==> src/rtl/lfu_cache_table_unit_macros.svh <==
// Assertion macros of the cache table unit, used by the sequencer
`ifndef LFU_CACHE_TABLE_UNIT_MACROS_SVH
`define LFU_CACHE_TABLE_UNIT_MACROS_SVH
// Same-cycle implication, disabled during reset
`define LFU_ASSERT_IMP(lbl, ante, cons) \
  lbl: assert property (@(posedge clk) disable iff (!rst_n) (ante) |-> (cons)) \
    else $error("lfu assertion failed");
// Next-cycle implication, disabled during reset
`define LFU_ASSERT_NXT(lbl, ante, cons) \
  lbl: assert property (@(posedge clk) disable iff (!rst_n) (ante) |=> (cons)) \
    else $error("lfu assertion failed");
`endif

==> src/rtl/lfu_pkg.sv <==
// Shared types and constants of the cache table unit
package lfu_pkg;
  localparam logic OP_GET = 1'b0;
  localparam logic OP_PUT = 1'b1;
  localparam logic [4:0] CAP_RESET = 5'd16;
  localparam logic [31:0] COUNT_MAX = 32'hFFFF_FFFF;

  typedef enum logic [1:0] {
    ST_IDLE,
    ST_SCAN,
    ST_UPDATE
  } state_t;

  typedef struct packed {
    logic load;
    logic scan;
    logic update;
  } cmd_t;

  typedef struct packed {
    logic scan_last;
  } status_t;
endpackage

==> src/rtl/lfu_cache_table_unit.sv <==
// Top level of the LFU cache table unit with least-recent tie break
// Usage:
//   Input: drive in_opcode (0 get, 1 put), in_key, in_value and raise start;
//   the beat is taken at a rising edge with start high and busy low.
//   Result: out_valid is high for exactly one cycle with out_hit,
//   out_read_value, out_evicted and out_evicted_key; it is taken at that
//   edge and the receiver cannot stall it.
//   Configuration: cfg_wr_en with cfg_wr_data writes capacity; write only
//   while busy is low and no result is pending.
// Timing:
//   After the accepting edge the datapath scans one entry per cycle over
//   all CAPACITY entry cells, then performs the update in ST_UPDATE.
//   out_valid is registered from the update command; busy is low again in
//   the same cycle as out_valid, so the next beat can be taken while the
//   result shows. The scan over the entry cells sets the time per beat.
// Reset:
//   rst_n low (synchronous) empties the table, sets capacity to 16 and
//   drops any beat in flight.
module lfu_cache_table_unit #(
  parameter int CAPACITY = 16
) (
  input  logic        clk,
  input  logic        rst_n,
  input  logic        start,
  output logic        busy,
  input  logic        in_opcode,
  input  logic [31:0] in_key,
  input  logic [31:0] in_value,
  output logic        out_valid,
  output logic        out_hit,
  output logic [31:0] out_read_value,
  output logic        out_evicted,
  output logic [31:0] out_evicted_key,
  input  logic        cfg_wr_en,
  input  logic [4:0]  cfg_wr_data
);
  import lfu_pkg::*;

  cmd_t    cmd;
  status_t status;

  lfu_ctrl u_ctrl (
    .clk    (clk),
    .rst_n  (rst_n),
    .start  (start),
    .busy   (busy),
    .cmd    (cmd),
    .status (status)
  );

  lfu_dp #(
    .CAPACITY (CAPACITY)
  ) u_dp (
    .clk             (clk),
    .rst_n           (rst_n),
    .cmd             (cmd),
    .status          (status),
    .cfg_wr_en       (cfg_wr_en),
    .cfg_wr_data     (cfg_wr_data),
    .in_opcode       (in_opcode),
    .in_key          (in_key),
    .in_value        (in_value),
    .out_valid       (out_valid),
    .out_hit         (out_hit),
    .out_read_value  (out_read_value),
    .out_evicted     (out_evicted),
    .out_evicted_key (out_evicted_key)
  );
endmodule

==> src/rtl/lfu_ctrl.sv <==
// Sequencer of the cache table unit: load, entry scan, update
`include "lfu_cache_table_unit_macros.svh"
module lfu_ctrl (
  input  logic             clk,
  input  logic             rst_n,
  input  logic             start,
  output logic             busy,
  output lfu_pkg::cmd_t    cmd,
  input  lfu_pkg::status_t status
);
  import lfu_pkg::*;

  state_t state_r, state_nxt;

  always_ff @(posedge clk) begin
    if (!rst_n) begin
      state_r <= ST_IDLE;
    end else begin
      state_r <= state_nxt;
    end
  end

  always_comb begin
    state_nxt = state_r;
    cmd       = '0;
    busy      = 1'b1;
    case (state_r)
      ST_IDLE: begin
        busy = 1'b0;
        if (start) begin
          cmd.load  = 1'b1;
          state_nxt = ST_SCAN;
        end
      end
      ST_SCAN: begin
        cmd.scan = 1'b1;
        if (status.scan_last) begin
          state_nxt = ST_UPDATE;
        end
      end
      ST_UPDATE: begin
        cmd.update = 1'b1;
        state_nxt  = ST_IDLE;
      end
      default: begin
        state_nxt = ST_IDLE;
      end
    endcase
  end

  `LFU_ASSERT_NXT(a_accept_busy, start && !busy, busy && state_r == ST_SCAN)
  `LFU_ASSERT_NXT(a_update_once, cmd.update, !busy)
  `LFU_ASSERT_NXT(a_scan_end, cmd.scan && status.scan_last, cmd.update)
endmodule

==> src/rtl/lfu_dp.sv <==
// Datapath of the cache table unit: entry cells, scan registers, result register
module lfu_dp #(
  parameter int CAPACITY = 16
) (
  input  logic                clk,
  input  logic                rst_n,
  input  lfu_pkg::cmd_t       cmd,
  output lfu_pkg::status_t    status,
  input  logic                cfg_wr_en,
  input  logic [4:0]          cfg_wr_data,
  input  logic                in_opcode,
  input  logic [31:0]         in_key,
  input  logic [31:0]         in_value,
  output logic                out_valid,
  output logic                out_hit,
  output logic [31:0]         out_read_value,
  output logic                out_evicted,
  output logic [31:0]         out_evicted_key
);
  import lfu_pkg::*;

  localparam int IW = (CAPACITY > 1) ? $clog2(CAPACITY) : 1;
  localparam int OW = IW + 1;
  localparam int CW = (OW > 5) ? OW : 5;
  localparam logic [IW-1:0] LAST_IDX = IW'(CAPACITY - 1);
  localparam logic [CW-1:0] CAP_MAX = CW'(CAPACITY);

  logic [4:0]    cfg_capacity_r;

  logic          e_valid_r [CAPACITY];
  logic [31:0]   e_key_r   [CAPACITY];
  logic [31:0]   e_data_r  [CAPACITY];
  logic [31:0]   e_count_r [CAPACITY];
  logic [IW-1:0] e_rank_r  [CAPACITY];

  logic          op_r;
  logic [31:0]   key_r, val_r;
  logic [IW-1:0] idx_r;
  logic          m_found_r, v_valid_r, f_found_r;
  logic [IW-1:0] m_idx_r, v_idx_r, f_idx_r;
  logic [IW-1:0] m_rank_r, v_rank_r;
  logic [31:0]   m_data_r, v_key_r, v_count_r;
  logic [OW-1:0] occ_r;

  logic          out_valid_r, out_hit_r, out_evicted_r;
  logic [31:0]   out_read_value_r, out_evicted_key_r;

  logic          cur_valid, better;
  logic [CW-1:0] cap_ext, eff_cap;
  logic          cap_nz, do_touch, do_ins, do_ev, have_f;
  logic [IW-1:0] f_sel;

  always_ff @(posedge clk) begin
    if (!rst_n) begin
      cfg_capacity_r <= CAP_RESET;
    end else if (cfg_wr_en) begin
      cfg_capacity_r <= cfg_wr_data;
    end
  end

  assign cap_ext = CW'(cfg_capacity_r);
  assign eff_cap = (cap_ext > CAP_MAX) ? CAP_MAX : cap_ext;
  assign cap_nz  = (eff_cap != '0);

  assign status.scan_last = (idx_r == LAST_IDX);

  assign cur_valid = e_valid_r[idx_r];
  assign better    = !v_valid_r || (e_count_r[idx_r] < v_count_r) ||
                     ((e_count_r[idx_r] == v_count_r) && (e_rank_r[idx_r] > v_rank_r));

  always_ff @(posedge clk) begin
    if (cmd.load) begin
      op_r      <= in_opcode;
      key_r     <= in_key;
      val_r     <= in_value;
      idx_r     <= '0;
      m_found_r <= 1'b0;
      v_valid_r <= 1'b0;
      f_found_r <= 1'b0;
      occ_r     <= '0;
    end else if (cmd.scan) begin
      idx_r <= idx_r + IW'(1);
      if (cur_valid) begin
        occ_r <= occ_r + OW'(1);
        if (!m_found_r && e_key_r[idx_r] == key_r) begin
          m_found_r <= 1'b1;
          m_idx_r   <= idx_r;
          m_rank_r  <= e_rank_r[idx_r];
          m_data_r  <= e_data_r[idx_r];
        end
        if (better) begin
          v_valid_r <= 1'b1;
          v_idx_r   <= idx_r;
          v_rank_r  <= e_rank_r[idx_r];
          v_count_r <= e_count_r[idx_r];
          v_key_r   <= e_key_r[idx_r];
        end
      end else if (!f_found_r) begin
        f_found_r <= 1'b1;
        f_idx_r   <= idx_r;
      end
    end
  end

  assign do_touch = m_found_r && (op_r == OP_GET || cap_nz);
  assign do_ins   = (op_r == OP_PUT) && cap_nz && !m_found_r;
  assign do_ev    = do_ins && (CW'(occ_r) >= eff_cap) && v_valid_r;
  assign have_f   = do_ins && (do_ev || f_found_r);
  assign f_sel    = (do_ev && !(f_found_r && f_idx_r < v_idx_r)) ? v_idx_r : f_idx_r;

  always_ff @(posedge clk) begin
    if (!rst_n) begin
      for (int i = 0; i < CAPACITY; i++) begin
        e_valid_r[i] <= 1'b0;
      end
    end else if (cmd.update) begin
      for (int i = 0; i < CAPACITY; i++) begin
        if (do_touch) begin
          if (IW'(i) == m_idx_r) begin
            e_rank_r[i] <= '0;
            if (e_count_r[i] != COUNT_MAX) begin
              e_count_r[i] <= e_count_r[i] + 32'd1;
            end
            if (op_r == OP_PUT) begin
              e_data_r[i] <= val_r;
            end
          end else if (e_valid_r[i] && e_rank_r[i] < m_rank_r) begin
            e_rank_r[i] <= e_rank_r[i] + IW'(1);
          end
        end else if (have_f) begin
          if (IW'(i) == f_sel) begin
            e_valid_r[i] <= 1'b1;
            e_key_r[i]   <= key_r;
            e_data_r[i]  <= val_r;
            e_count_r[i] <= 32'd1;
            e_rank_r[i]  <= '0;
          end else if (do_ev && IW'(i) == v_idx_r) begin
            e_valid_r[i] <= 1'b0;
          end else if (e_valid_r[i] && !(do_ev && e_rank_r[i] > v_rank_r)) begin
            e_rank_r[i] <= e_rank_r[i] + IW'(1);
          end
        end
      end
    end
  end

  always_ff @(posedge clk) begin
    if (!rst_n) begin
      out_valid_r <= 1'b0;
    end else begin
      out_valid_r <= cmd.update;
    end
  end

  always_ff @(posedge clk) begin
    if (cmd.update) begin
      out_hit_r         <= m_found_r;
      out_read_value_r  <= (op_r == OP_GET && m_found_r) ? m_data_r : 32'd0;
      out_evicted_r     <= do_ev;
      out_evicted_key_r <= do_ev ? v_key_r : 32'd0;
    end
  end

  assign out_valid       = out_valid_r;
  assign out_hit         = out_hit_r;
  assign out_read_value  = out_read_value_r;
  assign out_evicted     = out_evicted_r;
  assign out_evicted_key = out_evicted_key_r;
endmodule
==> config.mk <==
export PLATFORM = sky130hd
export DESIGN_NAME = lfu_cache_table_unit
export DESIGN_NICKNAME = d
export VERILOG_FILES = /design/src/rtl/lfu_pkg.sv /design/src/rtl/lfu_cache_table_unit.sv /design/src/rtl/lfu_ctrl.sv /design/src/rtl/lfu_dp.sv
export VERILOG_INCLUDE_DIRS = /design/src /design/src/rtl
export SDC_FILE = /design/constraint.sdc
export NUM_CORES = 2
export LEC_CHECK = 0
export ABC_CLOCK_PERIOD_IN_PS = 19600
export BUFFER_PORTS_ARGS = -buffer_cell sky130_fd_sc_hd__buf_4
export CAP_MARGIN = 20
export CORE_ASPECT_RATIO = 0.8
export CORE_MARGIN = 4
export CORE_UTILIZATION = 40
export CTS_BUF_LIST = sky130_fd_sc_hd__clkbuf_16
export DETAILED_ROUTE_END_ITERATION = 7
export GPL_TIMING_DRIVEN = 0
export HOLD_SLACK_MARGIN = 0.05
export PLACE_DENSITY_LB_ADDON = 0.05
export SLEW_MARGIN = 10
export SYNTH_ARGS = -nofsm -noshare
export SYNTH_HDL_FRONTEND = slang
export SYNTH_SLANG_ARGS = --single-unit
==> constraint.sdc <==
create_clock -name clk -period 19.6 [get_ports clk]
set_clock_uncertainty 0.1 [all_clocks]
set_input_delay 1.96 -clock clk [delete_from_list [all_inputs] [get_ports clk]]
set_output_delay 1.96 -clock clk [all_outputs]
set_load 0.02 [all_outputs]
==> results.sh <==
export IMPL_status="finished, final reports clean"
export IMPL_synthSimpleGateAreaFrac_pct=9.914
export IMPL_ys_warn_count=0
export IMPL_synth_adder_area_share_pct=2.722
export IMPL_critPathKind="reg2reg"
export IMPL_grt_max_degree=34
export IMPL_min_period_ps=8694
export IMPL_coreArea_mm2=0.2173
export IMPL_required_ps=20060
export IMPL_ys_flop_type="edfxtp_1"
export IMPL_via_count=53520
export IMPL_clkSinkCount=1887
export IMPL_syn_inst=5742
export IMPL_synth_xor_area_share_pct=5.535
export IMPL_cts_clk_slew_worst_paths_ps=60
export IMPL_place_area_mm2=0.09460
export IMPL_p_per_area_mw_per_mm2=90.71
export IMPL_final_area_mm2=0.1010
export IMPL_dieArea_mm2=0.2260
export IMPL_fill_cells=18870
export IMPL_cts_resized=0
export IMPL_cp_arrival_ps=9160
export IMPL_start_util_pct=40.20
export IMPL_chipHeight_um=426.0
export IMPL_grtUsageTotal_pct=24.75
export IMPL_ant_nets=0
export IMPL_grt_pass1_wl_um=398300
export IMPL_r2r_slack_ps=10910
export IMPL_finalSetupViolCount=0
export IMPL_setup_tns_ps=0
export IMPL_synth_seq_area_share_pct=64.13
export IMPL_drt_iter0_markers=6145
export IMPL_clock_path_buffers=4
export IMPL_drv_cap=0
export IMPL_max_vdd_ir_drop_mv=0.06812
export IMPL_grt_pass1_vias=52170
export IMPL_maxSlewViolCount=0
export IMPL_finalHoldViolCount=0
export IMPL_clock_latency_ps=880
export IMPL_drive_gt1_share_pct=17.75
export IMPL_max_freq_mhz=115.0
export IMPL_synth_nets=6006
export IMPL_cts_root_buf="clkbuf_16"
export IMPL_synth_compound_area_share_pct=2.732
export IMPL_hold_class="reg2reg"
export IMPL_die_x_um=530.5
export IMPL_syn2layout_area_growth_pct=15.65
export IMPL_multi_input_area_mm2=0.03017
export IMPL_synthArstFlopShare_pct=0
export IMPL_relSlewSlack_pct=19.73
export IMPL_holdBufCountCts=0
export IMPL_synth_top_area_cell="edfxtp_1"
export IMPL_synth_top_family_by_area="multiplexers"
export IMPL_post_cts_setup_buffers=0
export IMPL_final_nets=6471
export IMPL_critPathMaxFanout=14
export IMPL_first_pass_iters=5
export IMPL_via_per_inst=5.796
export IMPL_antenna_found_initial=17
export IMPL_port_buffers=140
export IMPL_dpl_hpwl_um=198800
export IMPL_routed_wl_um=281900
export IMPL_p_leak_nw=33.21
export IMPL_period_share_pct=44.36
export IMPL_routedWlPerCell_um=30.52
export IMPL_fin_cells=9235
export IMPL_h_tree_depth=4
export IMPL_register_area_mm2=0.05601
export IMPL_synthTopCellsByArea="edfxtp_1 (63%), mux4_2 (12%), xor2_1 (3.2%), nor2_1 (3.2%), ha_1 (2.7%)"
export IMPL_tritoncts="built"
export IMPL_dp_cells=8856
export IMPL_rows=153
export IMPL_cts_buffers_inserted=205
export IMPL_drc=0
export IMPL_synthMuxAreaShare_pct=13.24
export IMPL_ios=142
export IMPL_netlist_area_leader_share_pct=62.64
export IMPL_endpoint_kind="flop"
export IMPL_ys_ff_latch=1887
export IMPL_grt_overflow=0
export IMPL_worstMarginPinSlew_ps=1171
export IMPL_hp_start="u_dp.e_count_r[8][17]"
export IMPL_syn_area_mm2=0.08735
export IMPL_grt_setup_unrepaired="no"
export IMPL_place_congestion=0.9183
export IMPL_start_kind="flop"
export IMPL_postSynthAreaPerCell_um2=15.21
export IMPL_synth_edf_count=1822
export IMPL_synth_distinct_cells=80
metal layers:
layer,global-route usage (%),part of all wire (%)
met5,0,0
met1,38.11,46
met3,3.670,7.0
met2,36.82,44
met4,6.094,2.5
report_power, final:
part           switching, mW  internal, mW  leakage, nW
logic                  0.570         0.414         13.1
registers             0.0465          4.43         16.9
clock network           1.63          2.07         3.24
total                   2.25          6.92         33.2
cell usage in the layout, fill, tap and decap left out, drive strengths merged, types with 13 or more instances in the layout:
| cell | netlist | final |
|---|---|---|
| inv | 122 | 177 |
| a21boi | 23 | 23 |
| nand4 | 97 | 97 |
| dfxtp | 65 | 65 |
| clkinv | 1 | 81 |
| ha | 190 | 190 |
| edfxtp | 1822 | 1822 |
| a22oi | 18 | 18 |
| a31oi | 16 | 16 |
| mux4 | 466 | 466 |
| nand2b | 43 | 43 |
| nand2 | 332 | 332 |
| and3 | 128 | 128 |
| bufinv | 0 | 13 |
| a21oi | 53 | 53 |
| nand3 | 208 | 208 |
| and4 | 49 | 49 |
| buf | 82 | 340 |
| nor3 | 49 | 49 |
| nor2b | 74 | 74 |
| clkbuf | 139 | 346 |
| o211ai | 17 | 17 |
| xor2 | 322 | 322 |
| mux2i | 81 | 81 |
| o21a | 18 | 18 |
| xnor2 | 230 | 230 |
| mux2 | 19 | 19 |
| and2 | 62 | 62 |
| nor2 | 750 | 750 |
| o21ai | 114 | 114 |
worst max-delay path: stages (launching register included):
cell and delay (ps):
dfxtp_1 330, clkbuf_8 170, buf_2 310, buf_2 470, buf_2 540, buf_2 590, clkbuf_1 510, buf_8 230
clkbuf_1 850, mux4_2 500, mux4_2 550, ha_1 220, a21o_1 170, a21o_1 170, a21o_1 170, a21o_1 170
a21oi_1 130, nor2b_1 60, o21ai_0 270, a21boi_0 210, o31ai_4 750, buf_16 230, buf_16 160, buf_16 170
buf_8 210
logic make-up after synthesis:
family,count (synthesis)
flip-flops,1887
AND/OR/NAND/NOR,1840
multiplexers,566
XOR/XNOR,552
AO/OA/AOI/OAI,363
buffers and inverters,344
adder cells (fa/ha/maj),190
synthesized netlist by cell type (6+ instances only):
cell,n
mux4_2,454
or2_2,12
o31a_1,10
a21oi_1,53
o22ai_1,9
a21boi_0,23
edfxtp_1,1822
dfxtp_1,65
and2_1,61
buf_1,26
mux2_2,19
mux4_1,12
nand3_1,208
a311o_1,7
a31oi_1,16
inv_1,121
xor2_1,322
mux2i_1,81
clkbuf_1,133
nor3_1,49
a41oi_1,12
a22oi_1,18
buf_4,6
nor3b_1,6
ha_1,190
nand2_1,332
buf_6,7
nand2b_1,43
nor2_1,749
o21ai_0,113
buf_2,39
o31ai_1,7
nand4_1,97
nor4b_1,7
o211ai_1,17
a21o_1,12
xnor2_1,230
and4_1,49
and3_1,128
nor2b_1,74
a211oi_1,7
or3_1,6
o21a_1,18
worst paths after layout:
check | end | cells after the start
max reg2reg | u_dp.v_key_r[20] | 24
min reg2reg | u_dp.e_count_r[8][17] | 2
max | u_dp.v_key_r[20] | 24
min | u_dp.e_count_r[8][17] | 2
stage by stage:
step	util [%]	setup slack, ps	hold slack, ps	total power [mW]
2_1_floorplan	-	9288	341.0	5.116
3_3_place_gp	42.34	989.9	383.1	5.528
3_5_place_dp	43.54	10900	383.8	5.548
4_1_cts	46.41	10850	396.1	9.258
5_1_grt	46.49	10590	429.9	9.460
6_report	46.49	10910	391.6	9.164
area by class of cell:
type                            count  area share (%)
Tap cell                         2867           3.551
Clock buffer                      207           5.128
Clock inverter                    154           1.048
Timing Repair Buffer              258           3.376
Inverter                          123          0.4570
Multi-Input combinational cell   3511           29.87
Buffer                            221           1.109
Antenna cell                        7         0.01734
Sequential cell                  1887           55.45
sequential cells by signal, indices dropped and copies added, names as in the netlist, 4 cells and up, named ones only:
name	cells
u_dp.v_idx_r	4
u_dp.f_idx_r	4
u_dp.out_read_value	32
u_dp.v_count_r	32
u_dp.m_idx_r	4
u_dp.idx_r	4
u_dp.val_r	32
u_dp.e_rank_r	64
u_dp.e_valid_r	16
u_dp.v_key_r	32
u_dp.e_data_r	512
u_dp.e_count_r	512
u_dp.cap_ext	5
u_dp.m_data_r	32
u_dp.occ_r	5
u_dp.out_evicted_key	32
u_dp.v_rank_r	4
u_dp.e_key_r	512
u_dp.m_rank_r	4
u_dp.key_r	32
No activity file was read; power rests on OpenSTA's default activity.
